<file path="src/hw/rtl/ebalu_pkg.sv">
// ----------------------------------------------------------------------------
// ebalu_pkg
// Operation codes, flag bit positions and BCD correction constants, imported by the ALU and its checker.
// ----------------------------------------------------------------------------
package ebalu_pkg;

  typedef enum logic [4:0] {
    OP_ADD   = 5'd0,
    OP_ADC   = 5'd1,
    OP_SUB   = 5'd2,
    OP_SBC   = 5'd3,
    OP_AND   = 5'd4,
    OP_XOR   = 5'd5,
    OP_OR    = 5'd6,
    OP_CP    = 5'd7,
    OP_INC   = 5'd8,
    OP_DEC   = 5'd9,
    OP_RLCA  = 5'd10,
    OP_RRCA  = 5'd11,
    OP_RLA   = 5'd12,
    OP_RRA   = 5'd13,
    OP_DAA   = 5'd14,
    OP_CPL   = 5'd15,
    OP_SCF   = 5'd16,
    OP_RLC   = 5'd17,
    OP_RL    = 5'd18,
    OP_RR    = 5'd19,
    OP_SLA   = 5'd20,
    OP_SWAP  = 5'd21,
    OP_SRL   = 5'd22,
    OP_BIT   = 5'd23,
    OP_RES   = 5'd24,
    OP_SET   = 5'd25,
    OP_ADDHL = 5'd26,
    OP_ADDSP = 5'd27
  } op_t;

  // flag positions within a 4-bit flag nibble
  localparam int unsigned FLAG_Z = 3;
  localparam int unsigned FLAG_N = 2;
  localparam int unsigned FLAG_H = 1;
  localparam int unsigned FLAG_C = 0;

  // BCD correction constants
  localparam logic [7:0] DAA_LO    = 8'h06;
  localparam logic [7:0] DAA_HI    = 8'h60;
  localparam logic [7:0] DAA_LIMIT = 8'h99;

endpackage

</file>
<file path="src/hw/rtl/eight_bit_cpu_alu_flags.sv">
// ----------------------------------------------------------------------------
// eight_bit_cpu_alu_flags
// Pipelined SM83-style ALU: 8-bit arithmetic, logic, rotates, BCD adjust,
// bit operations and the two 16-bit additions, with Z N H C flag update.
// ----------------------------------------------------------------------------
//
// Usage
// - Command channel: present op and its operands with start high. A beat is
//   taken at each rising edge where start is high and busy is low. busy only
//   rises while rst is held, so one beat may be issued every cycle.
// - Result channel: done is high for exactly one cycle with result,
//   result_word and flags_out. Nothing can hold it off; the consumer must
//   take the beat in that cycle.
// - Path: an accepted beat is registered in the stage 1, stage 2 and output
//   registers in turn; done rises together with its result.
// - Throughput: one beat per cycle, set by three register stages:
//     stage 1  operand preparation (subtract inversion, carry in, BCD
//              correction value, sign extension of the SP offset)
//     stage 2  the 8-bit and 16-bit adders and the logic/shift unit
//     stage 3  result selection and flag assembly into the output regs
// - Reset: synchronous rst clears all valid bits; any beats in flight are
//   dropped and no done strobe follows. busy is high during reset.
// - Unused output words read as zero; undefined op codes return zero and
//   pass the incoming flags through.
//
module eight_bit_cpu_alu_flags
  import ebalu_pkg::*;
(
  input  logic        clk,
  input  logic        rst,
  input  logic        start,
  output logic        busy,
  input  logic [4:0]  op,
  input  logic [7:0]  a_val,
  input  logic [7:0]  b_val,
  input  logic [3:0]  flags_in,
  input  logic [2:0]  bit_sel,
  input  logic [15:0] word_a,
  input  logic [15:0] word_b,
  output logic        done,
  output logic [7:0]  result,
  output logic [15:0] result_word,
  output logic [3:0]  flags_out
);

  // stage 1: prepared operands
  typedef struct packed {
    logic [4:0]  op;
    logic [7:0]  a;
    logic [7:0]  b;
    logic [3:0]  flags;
    logic [2:0]  bit_sel;
    logic [7:0]  add_x;
    logic [7:0]  add_y;
    logic        add_cin;
    logic [15:0] word_a;
    logic [15:0] word_y;
    logic        daa_c;
  } s1_t;

  // stage 2: adder outputs and logic result
  typedef struct packed {
    logic [4:0]  op;
    logic [7:0]  a;
    logic [3:0]  flags;
    logic [7:0]  sum;
    logic        sum_h;   // carry into bit 4
    logic        sum_c;   // carry out of bit 7
    logic [15:0] wsum;
    logic        wsum_h;
    logic        wsum_c;
    logic [7:0]  misc;
    logic        bit_z;
    logic        daa_c;
  } s2_t;

  logic accept;
  logic v1, v2;
  s1_t  s1, s1_next;
  s2_t  s2, s2_next;

  logic [7:0]  result_next;
  logic [15:0] result_word_next;
  logic [3:0]  flags_out_next;

  assign busy   = rst;
  assign accept = start && !busy;

  // --------------------------------------------------------------------------
  // Stage 1: operand preparation
  // --------------------------------------------------------------------------
  logic       fc, fh, fn;
  logic [7:0] daa_add, daa_sub;
  logic       daa_hi_adj;

  assign fc = flags_in[FLAG_C];
  assign fh = flags_in[FLAG_H];
  assign fn = flags_in[FLAG_N];

  // after an addition the high correction also sets carry
  assign daa_hi_adj = fc || (a_val > DAA_LIMIT);
  assign daa_add = (daa_hi_adj ? DAA_HI : 8'h00)
                 | ((fh || (a_val[3:0] > 4'd9)) ? DAA_LO : 8'h00);
  assign daa_sub = (fc ? DAA_HI : 8'h00) | (fh ? DAA_LO : 8'h00);

  always_comb begin
    s1_next         = '0;
    s1_next.op      = op;
    s1_next.a       = a_val;
    s1_next.b       = b_val;
    s1_next.flags   = flags_in;
    s1_next.bit_sel = bit_sel;
    s1_next.word_a  = word_a;
    s1_next.add_x   = a_val;
    s1_next.daa_c   = fn ? fc : daa_hi_adj;
    unique case (op_t'(op))
      OP_ADD: begin
        s1_next.add_y   = b_val;
        s1_next.add_cin = 1'b0;
      end
      OP_ADC: begin
        s1_next.add_y   = b_val;
        s1_next.add_cin = fc;
      end
      // a - b - t as a + ~b + !t; borrows come out inverted
      OP_SUB, OP_CP: begin
        s1_next.add_y   = ~b_val;
        s1_next.add_cin = 1'b1;
      end
      OP_SBC: begin
        s1_next.add_y   = ~b_val;
        s1_next.add_cin = !fc;
      end
      OP_INC: begin
        s1_next.add_y   = 8'h00;
        s1_next.add_cin = 1'b1;
      end
      OP_DEC: begin
        s1_next.add_y   = 8'hFF;
        s1_next.add_cin = 1'b0;
      end
      OP_DAA: begin
        s1_next.add_y   = fn ? ~daa_sub : daa_add;
        s1_next.add_cin = fn;
      end
      OP_ADDHL: begin
        s1_next.word_y = word_b;
      end
      OP_ADDSP: begin
        s1_next.word_y = {{8{b_val[7]}}, b_val};
      end
      default: begin
        s1_next.add_y   = 8'h00;
        s1_next.add_cin = 1'b0;
      end
    endcase
  end

  always_ff @(posedge clk) begin
    if (rst) begin
      v1 <= 1'b0;
    end else begin
      v1 <= accept;
    end
  end

  always_ff @(posedge clk) begin
    if (accept) begin
      s1 <= s1_next;
    end
  end

  // --------------------------------------------------------------------------
  // Stage 2: adders, logic and shifter
  // --------------------------------------------------------------------------
  logic [8:0]  sum9;
  logic [16:0] sum17;
  logic [15:0] wcarry;
  logic [7:0]  bit_mask;

  assign sum9   = {1'b0, s1.add_x} + {1'b0, s1.add_y} + {8'h00, s1.add_cin};
  assign sum17  = {1'b0, s1.word_a} + {1'b0, s1.word_y};
  // carry into each bit position of the word adder
  assign wcarry = sum17[15:0] ^ s1.word_a ^ s1.word_y;
  assign bit_mask = 8'h01 << s1.bit_sel;

  always_comb begin
    s2_next        = '0;
    s2_next.op     = s1.op;
    s2_next.a      = s1.a;
    s2_next.flags  = s1.flags;
    s2_next.sum    = sum9[7:0];
    s2_next.sum_h  = sum9[4] ^ s1.add_x[4] ^ s1.add_y[4];
    s2_next.sum_c  = sum9[8];
    s2_next.wsum   = sum17[15:0];
    s2_next.bit_z  = !s1.a[s1.bit_sel];
    s2_next.daa_c  = s1.daa_c;
    // SP + offset flags come from the low byte; ADD HL from bits 11 and 15
    if (op_t'(s1.op) == OP_ADDSP) begin
      s2_next.wsum_h = wcarry[4];
      s2_next.wsum_c = wcarry[8];
    end else begin
      s2_next.wsum_h = wcarry[12];
      s2_next.wsum_c = sum17[16];
    end
    unique case (op_t'(s1.op))
      OP_AND:                         s2_next.misc = s1.a & s1.b;
      OP_XOR:                         s2_next.misc = s1.a ^ s1.b;
      OP_OR:                          s2_next.misc = s1.a | s1.b;
      OP_RLCA, OP_RLC:                s2_next.misc = {s1.a[6:0], s1.a[7]};
      OP_RRCA:                        s2_next.misc = {s1.a[0], s1.a[7:1]};
      OP_RLA, OP_RL:                  s2_next.misc = {s1.a[6:0], s1.flags[FLAG_C]};
      OP_RRA, OP_RR:                  s2_next.misc = {s1.flags[FLAG_C], s1.a[7:1]};
      OP_CPL:                         s2_next.misc = ~s1.a;
      OP_SLA:                         s2_next.misc = {s1.a[6:0], 1'b0};
      OP_SWAP:                        s2_next.misc = {s1.a[3:0], s1.a[7:4]};
      OP_SRL:                         s2_next.misc = {1'b0, s1.a[7:1]};
      OP_RES:                         s2_next.misc = s1.a & ~bit_mask;
      OP_SET:                         s2_next.misc = s1.a | bit_mask;
      default:                        s2_next.misc = s1.a;
    endcase
  end

  always_ff @(posedge clk) begin
    if (rst) begin
      v2 <= 1'b0;
    end else begin
      v2 <= v1;
    end
  end

  always_ff @(posedge clk) begin
    if (v1) begin
      s2 <= s2_next;
    end
  end

  // --------------------------------------------------------------------------
  // Stage 3: result select and flag assembly
  // --------------------------------------------------------------------------
  logic z_sum, z_misc, f_z, f_c;

  assign z_sum  = (s2.sum == 8'h00);
  assign z_misc = (s2.misc == 8'h00);
  assign f_z    = s2.flags[FLAG_Z];
  assign f_c    = s2.flags[FLAG_C];

  always_comb begin
    result_next      = 8'h00;
    result_word_next = 16'h0000;
    flags_out_next   = s2.flags;
    unique case (op_t'(s2.op))
      OP_ADD, OP_ADC: begin
        result_next    = s2.sum;
        flags_out_next = {z_sum, 1'b0, s2.sum_h, s2.sum_c};
      end
      OP_SUB, OP_SBC: begin
        result_next    = s2.sum;
        flags_out_next = {z_sum, 1'b1, !s2.sum_h, !s2.sum_c};
      end
      OP_CP: begin
        result_next    = s2.a;
        flags_out_next = {z_sum, 1'b1, !s2.sum_h, !s2.sum_c};
      end
      OP_AND: begin
        result_next    = s2.misc;
        flags_out_next = {z_misc, 1'b0, 1'b1, 1'b0};
      end
      OP_XOR, OP_OR, OP_SWAP: begin
        result_next    = s2.misc;
        flags_out_next = {z_misc, 3'b000};
      end
      OP_INC: begin
        result_next    = s2.sum;
        flags_out_next = {z_sum, 1'b0, s2.sum_h, f_c};
      end
      OP_DEC: begin
        result_next    = s2.sum;
        flags_out_next = {z_sum, 1'b1, !s2.sum_h, f_c};
      end
      OP_RLCA, OP_RLA: begin
        result_next    = s2.misc;
        flags_out_next = {3'b000, s2.a[7]};
      end
      OP_RRCA, OP_RRA: begin
        result_next    = s2.misc;
        flags_out_next = {3'b000, s2.a[0]};
      end
      OP_RLC, OP_RL, OP_SLA: begin
        result_next    = s2.misc;
        flags_out_next = {z_misc, 2'b00, s2.a[7]};
      end
      OP_RR, OP_SRL: begin
        result_next    = s2.misc;
        flags_out_next = {z_misc, 2'b00, s2.a[0]};
      end
      OP_DAA: begin
        result_next    = s2.sum;
        flags_out_next = {z_sum, s2.flags[FLAG_N], 1'b0, s2.daa_c};
      end
      OP_CPL: begin
        result_next    = s2.misc;
        flags_out_next = {f_z, 1'b1, 1'b1, f_c};
      end
      OP_SCF: begin
        result_next    = s2.a;
        flags_out_next = {f_z, 2'b00, 1'b1};
      end
      OP_BIT: begin
        result_next    = s2.a;
        flags_out_next = {s2.bit_z, 1'b0, 1'b1, f_c};
      end
      OP_RES, OP_SET: begin
        result_next    = s2.misc;
      end
      OP_ADDHL: begin
        result_word_next = s2.wsum;
        flags_out_next   = {f_z, 1'b0, s2.wsum_h, s2.wsum_c};
      end
      OP_ADDSP: begin
        result_word_next = s2.wsum;
        flags_out_next   = {2'b00, s2.wsum_h, s2.wsum_c};
      end
      default: begin
        result_next = 8'h00;
      end
    endcase
  end

  always_ff @(posedge clk) begin
    if (rst) begin
      done <= 1'b0;
    end else begin
      done <= v2;
    end
  end

  always_ff @(posedge clk) begin
    if (v2) begin
      result      <= result_next;
      result_word <= result_word_next;
      flags_out   <= flags_out_next;
    end
  end

endmodule

</file>
<file path="config.mk">
export PLATFORM = sky130hd
export DESIGN_NAME = eight_bit_cpu_alu_flags
export DESIGN_NICKNAME = d
export VERILOG_FILES = /design/src/hw/rtl/ebalu_pkg.sv /design/src/hw/rtl/eight_bit_cpu_alu_flags.sv
export SDC_FILE = /design/constraint.sdc
export NUM_CORES = 1
export LEC_CHECK = 0
export ABC_AREA = 1
export BUFFER_PORTS_ARGS = -buffer_cell sky130_fd_sc_hd__buf_4
export CAP_MARGIN = 40
export CORE_MARGIN = 5
export CORE_UTILIZATION = 31
export CTS_CLUSTER_DIAMETER = 80
export DETAILED_ROUTE_END_ITERATION = 8
export HOLD_SLACK_MARGIN = 0.08
export SYNTH_ARGS = -nofsm -noshare
export SYNTH_HDL_FRONTEND = slang
export SYNTH_SLANG_ARGS = --single-unit
</file>
<file path="constraint.sdc">
create_clock -name clk -period 5.91 [get_ports clk]
set_clock_uncertainty 0.15 [all_clocks]
set_input_delay 0 -clock clk [delete_from_list [all_inputs] [get_ports clk]]
set_output_delay 0 -clock clk [all_outputs]
set_load 0.05 [all_outputs]
</file>
# Word level (Yosys, flattened, before mapping)
# Index checks and enable logic that the tools add are counted.
# Widths: inputs -> output; s select.
# op_classes
add_sub_neg	3
order_cmp	3
n_eq_ne	53
n_shift	1
mux	14
n_bitwise	15
n_reduce_logical	27
# op_table
op	count
$eq 5x5->1 const B	23
$pmux 8 s13	1
$eq 5x4->1 const B	16
$pmux 4 s16	1
$pmux 9 s7	1
$eq 5x3->1 const B	8
$pmux 16 s2	1
$xor 13x13->13	2
$not 8->8	3
$pmux 8 s3	1
$eq 5x2->1 const B	4
$reduce_or 2->1	9
$add 16x16->17	1
$and 8x8->8	2
$logic_not 8->1	2
$or 8x8->8	2
$reduce_or 16->1	1
$mux 7	2
$or 7x3->7	2
$reduce_or 3->1	4
$eq 5x1->1 const B	2
$logic_not 5->1	2
$add 8x8->9	1
$add 9x1->9	1
16 further kinds	24
# word_totals
ff_bits	156
word_cells	144

# Logic depth before layout (Yosys ltp)
# logic_depth
word_depth	6
mapped_depth	13
ltp_nobuf	12

# Worst setup path before layout
# No wires, ideal clock.
# synth_timing
path_type	input to register
start	in start
end	reg s1[0] (netlist bit) (enable)
setup_ns	0.501
arrival_ns	2.994
t_required_ns	5.259
setup_slack_ns	2.265
cell_stages	2
n_path_buf	0
path_cell_list	inv_1 -> nor2_1
# synth_between
elab_chain_cells	1
# synth_lines
item	line	source
start: declaration	eight_bit_cpu_alu_flags.sv:31	input logic start,
$logic_and 1x1->1	eight_bit_cpu_alu_flags.sv:87	assign accept = start && !busy;
via accept	eight_bit_cpu_alu_flags.sv:77	logic accept;
end signal: assignment	eight_bit_cpu_alu_flags.sv:169	s1 <= s1_next;
end: declaration	eight_bit_cpu_alu_flags.sv:79	s1_t s1, s1_next;
# The timed path passes the listed nets, and every way through them passes these cells.
# A chain may end at the register's enable or synchronous reset.

==> results.yml <==
global_route:
  grt_pass1_wl_microns: 34500
  grt.met2_usage_pct: 22.2
  gr-usage-all-layers_pct: 14.3
  grt_max_degree: 71
  grt_overflow: 0
  grt_use_met1_pct: 20.4
  grt_pass1_vias: 6546
  grtUsageMet3_pct: 2.22
  antenna_found_initial: 0
  top_usage_layer: "met2"
clock_network:
  cts-htree-levels: 4
  clockRootBuffer: "clkbuf_16"
  clk_latency_ns: 0.42
  cts_tree: "built"
  cts_sinks: 156
  clkTransAtPathRegs_ns: 0.06
  cts_setup_buffers: 0
  cts_resized: 0
  cts_buffers: 17
  clockBufferDepth: 2
pwr:
  p_per_area_nw_per_um2: 269
  combinationalPowerShare_pct: 15.9
  seqPwrFrac_pct: 48.3
  p_leak_nw: 4.56
  switchingPower_w: 0.000803
  p_int_w: 0.00205
  total_power_w: 0.00285
  netSwitchingFraction_pct: 28.1
  vdd_drop_max_mv: 0.206
  clkPwrFrac_pct: 35.8
critical_path:
  endpoint_kind: "register"
  crit_arrival_ns: 2.56
  startpoint_type: "register"
  critPathKind: "register to register"
  crit_path_top_delay_cell: "edfxtp_1"
  cp_data_required_time_ns: 5.93
  worstPathCellList: "inv_1 -> fa_1 -> inv_1 -> fa_1 -> nand3_1 -> nand3_1 -> nand2_1 -> nand2_1 -> a21oi_1 -> nor2_1 -> o21ai_0 -> nand2_1"
  path_common_cell: "nand2_1"
  cp_max_fo: 9
  max_stage_delay_ns: 0.53
  rrSetupSlack_ns: 3.37
synthesis:
  synth.area.top_cells: "edfxtp_1 55%, nand2_1 10%, inv_1 5.8%"
  ys.warnings.count: 0
  synth.top_cell.area_share_pct: 55.1
  syn_nets: 1016
  synth-seq-cells: 156
  netlist_area_sq_um: 8340
  syn_inst: 927
  postSynthAreaPerCell_sq_um: 9.00
  synth_top_area_cell: "edfxtp_1"
  yosysSeqAreaShare_pct: 55.8
  synth_cell_types: 36
cells_and_area:
  drive_gt1_share_pct: 13.9
  fill_cells: 2675
  num_antenna_cells: 0
  syn_to_final_growth_pct: 27.4
  final_nets: 1184
route:
  wl_microns: 21400
  wl_per_cell_microns: 14.7
  drc: 0
  via_per_inst: 4.67
  drt_iter0_markers: 520
  drt-pass1-iter-count: 5
  drtAntennaViolNets: 0
  route.vias.total: 6769
floorplanning:
  io_pins: 93
  coreArea_sq_um: 26700
  num_rows: 60
  die_area_sq_um: 30300
  start_util_pct: 31.2
  die_x_microns: 174
  fp.dieH_microns: 174
sta:
  fin_tns_setup_ns: 0
  setup_violations: 0
  slew_viol_final: 0
  slew_headroom_pct: 41.9
  worst_slew_pin_slew_ns: 0.871
  fmax_mhz: 394
  rsz0062_at_grt: "false"
  fin_crit_sh_pct: 43.0
  hold_slack_ns: 0.150
  period_needed_ns: 2.54
  hold_viol: 0
placement:
  io_buffers: 92
  gp_congestion: 0.935
  hpwl_microns: 16000
min_path:
  hold_path_class: "input pin to register"
status:
  status: "finished, final reports clean"
job:
  cap_violations: 0
[state kept, by name (all words and copies together) (netlist names)]
register     count
f_c              1
s2              53
f_z              1
result_word     16
v1               1
s1              70
result           8
done             1
flags_out        4
v2               1
[stage by stage]
step | setup slack, ns | utilization, % | cells | instance area (sq um)
after floorplan | 2.27 | - | 927 | 8340
after global placement | 3.45 | 35.4 | 1355 | 9450
after detailed placement | 3.40 | 35.4 | 1355 | 9450
after CTS | 3.38 | 39.8 | 1449 | 10600
after global routing | 3.18 | 39.8 | 1449 | 10600
final | 3.37 | 39.8 | 1449 | 10600
[worst paths after layout]
path,start,end,depth (start not counted)
max,s1[42],s2[28],12
min,word_a[4],s1[21],2
max reg2reg,s1[42],s2[28],12
min reg2reg,s1[56],f_z,0
[placed cells by master (no fill, tap or decap), drive strengths merged, types with 3 or more instances in the layout]
cell type	n
dlygate4sd3	62
nor2	128
fa	3
a21boi	3
xnor2	6
nor3	8
a21oi	45
o22ai	10
inv	143
ha	23
nand4	16
buf	95
edfxtp	153
nand2	228
o21ai	64
a31oi	3
o211ai	5
clkinvlp	4
a22oi	4
nand3	58
dfxtp	3
clkinv	6
xor2	15
clkbuf	17
[power groups by stage]
stage               combinational (W)  clock (W)  sequential [W]
floorplan                    0.000265          0         0.00141
global placement             0.000417          0         0.00140
detailed placement           0.000419          0         0.00140
CTS                          0.000453    0.00105         0.00138
global route                 0.000514    0.00110         0.00139
finish                       0.000453    0.00102         0.00138
[cell type report]
class                   instances  area (sq um)  share of cell area [%]
clock inverters                15           130                    1.22
flip-flops and latches        156          4660                    43.8
clock buffers                  17           425                    4.00
multi-input cells             625          3140                    29.5
inverters                     138           518                    4.87
well taps                     341           427                    4.01
repair buffers                157          1330                    12.6
[worst max-delay path: cells and delay by family, from the launching register on]
family          cells  cell delay, ns
fa+ha+maj           2            0.59
compound gates      2            0.32
buf+inv             2            0.25
simple gates        6            0.42
flops               1            0.53
[timing repair]
| item | 4_1_cts | 5_1_grt |
|---|---|---|
| setup endpoints to repair | 0 | 0 |
| endpoints found under the hold margin | 73 | 0 |
| hold buffers | 62 | 0 |
[layer usage]
metal	vias to the layer above	wire length [microns]
met1	3036	9970
met3	19	1380
met4	0	282
met2	276	9710
li1	3438	-
met5	-	0
[cell usage after synthesis (all sizes together)]
cell	number
xnor2	6
fa	3
nor4	1
ha	23
a22oi	4
inv	136
a21oi	45
o21ai	64
a21boi	3
a31oi	3
clkinv	2
o211ai	5
xor2	15
nor3	8
clkbuf	3
nand2	228
o22ai	10
nand4	16
nand3	58
o21bai	2
o21a	2
edfxtp	153
dfxtp	3
nor2	128
a211oi	1
buf	5
[kinds of logic after synthesis]
logic type	Yosys count	synth area share, %
AND/OR/NAND/NOR	439	22.0
buffers and inverters	146	6.70
adder cells (fa/ha/maj)	26	4.17
XOR/XNOR	21	2.20
flip-flops	156	55.8
AO/OA/AOI/OAI	139	9.18
Power figures use the tool's default switching activity.
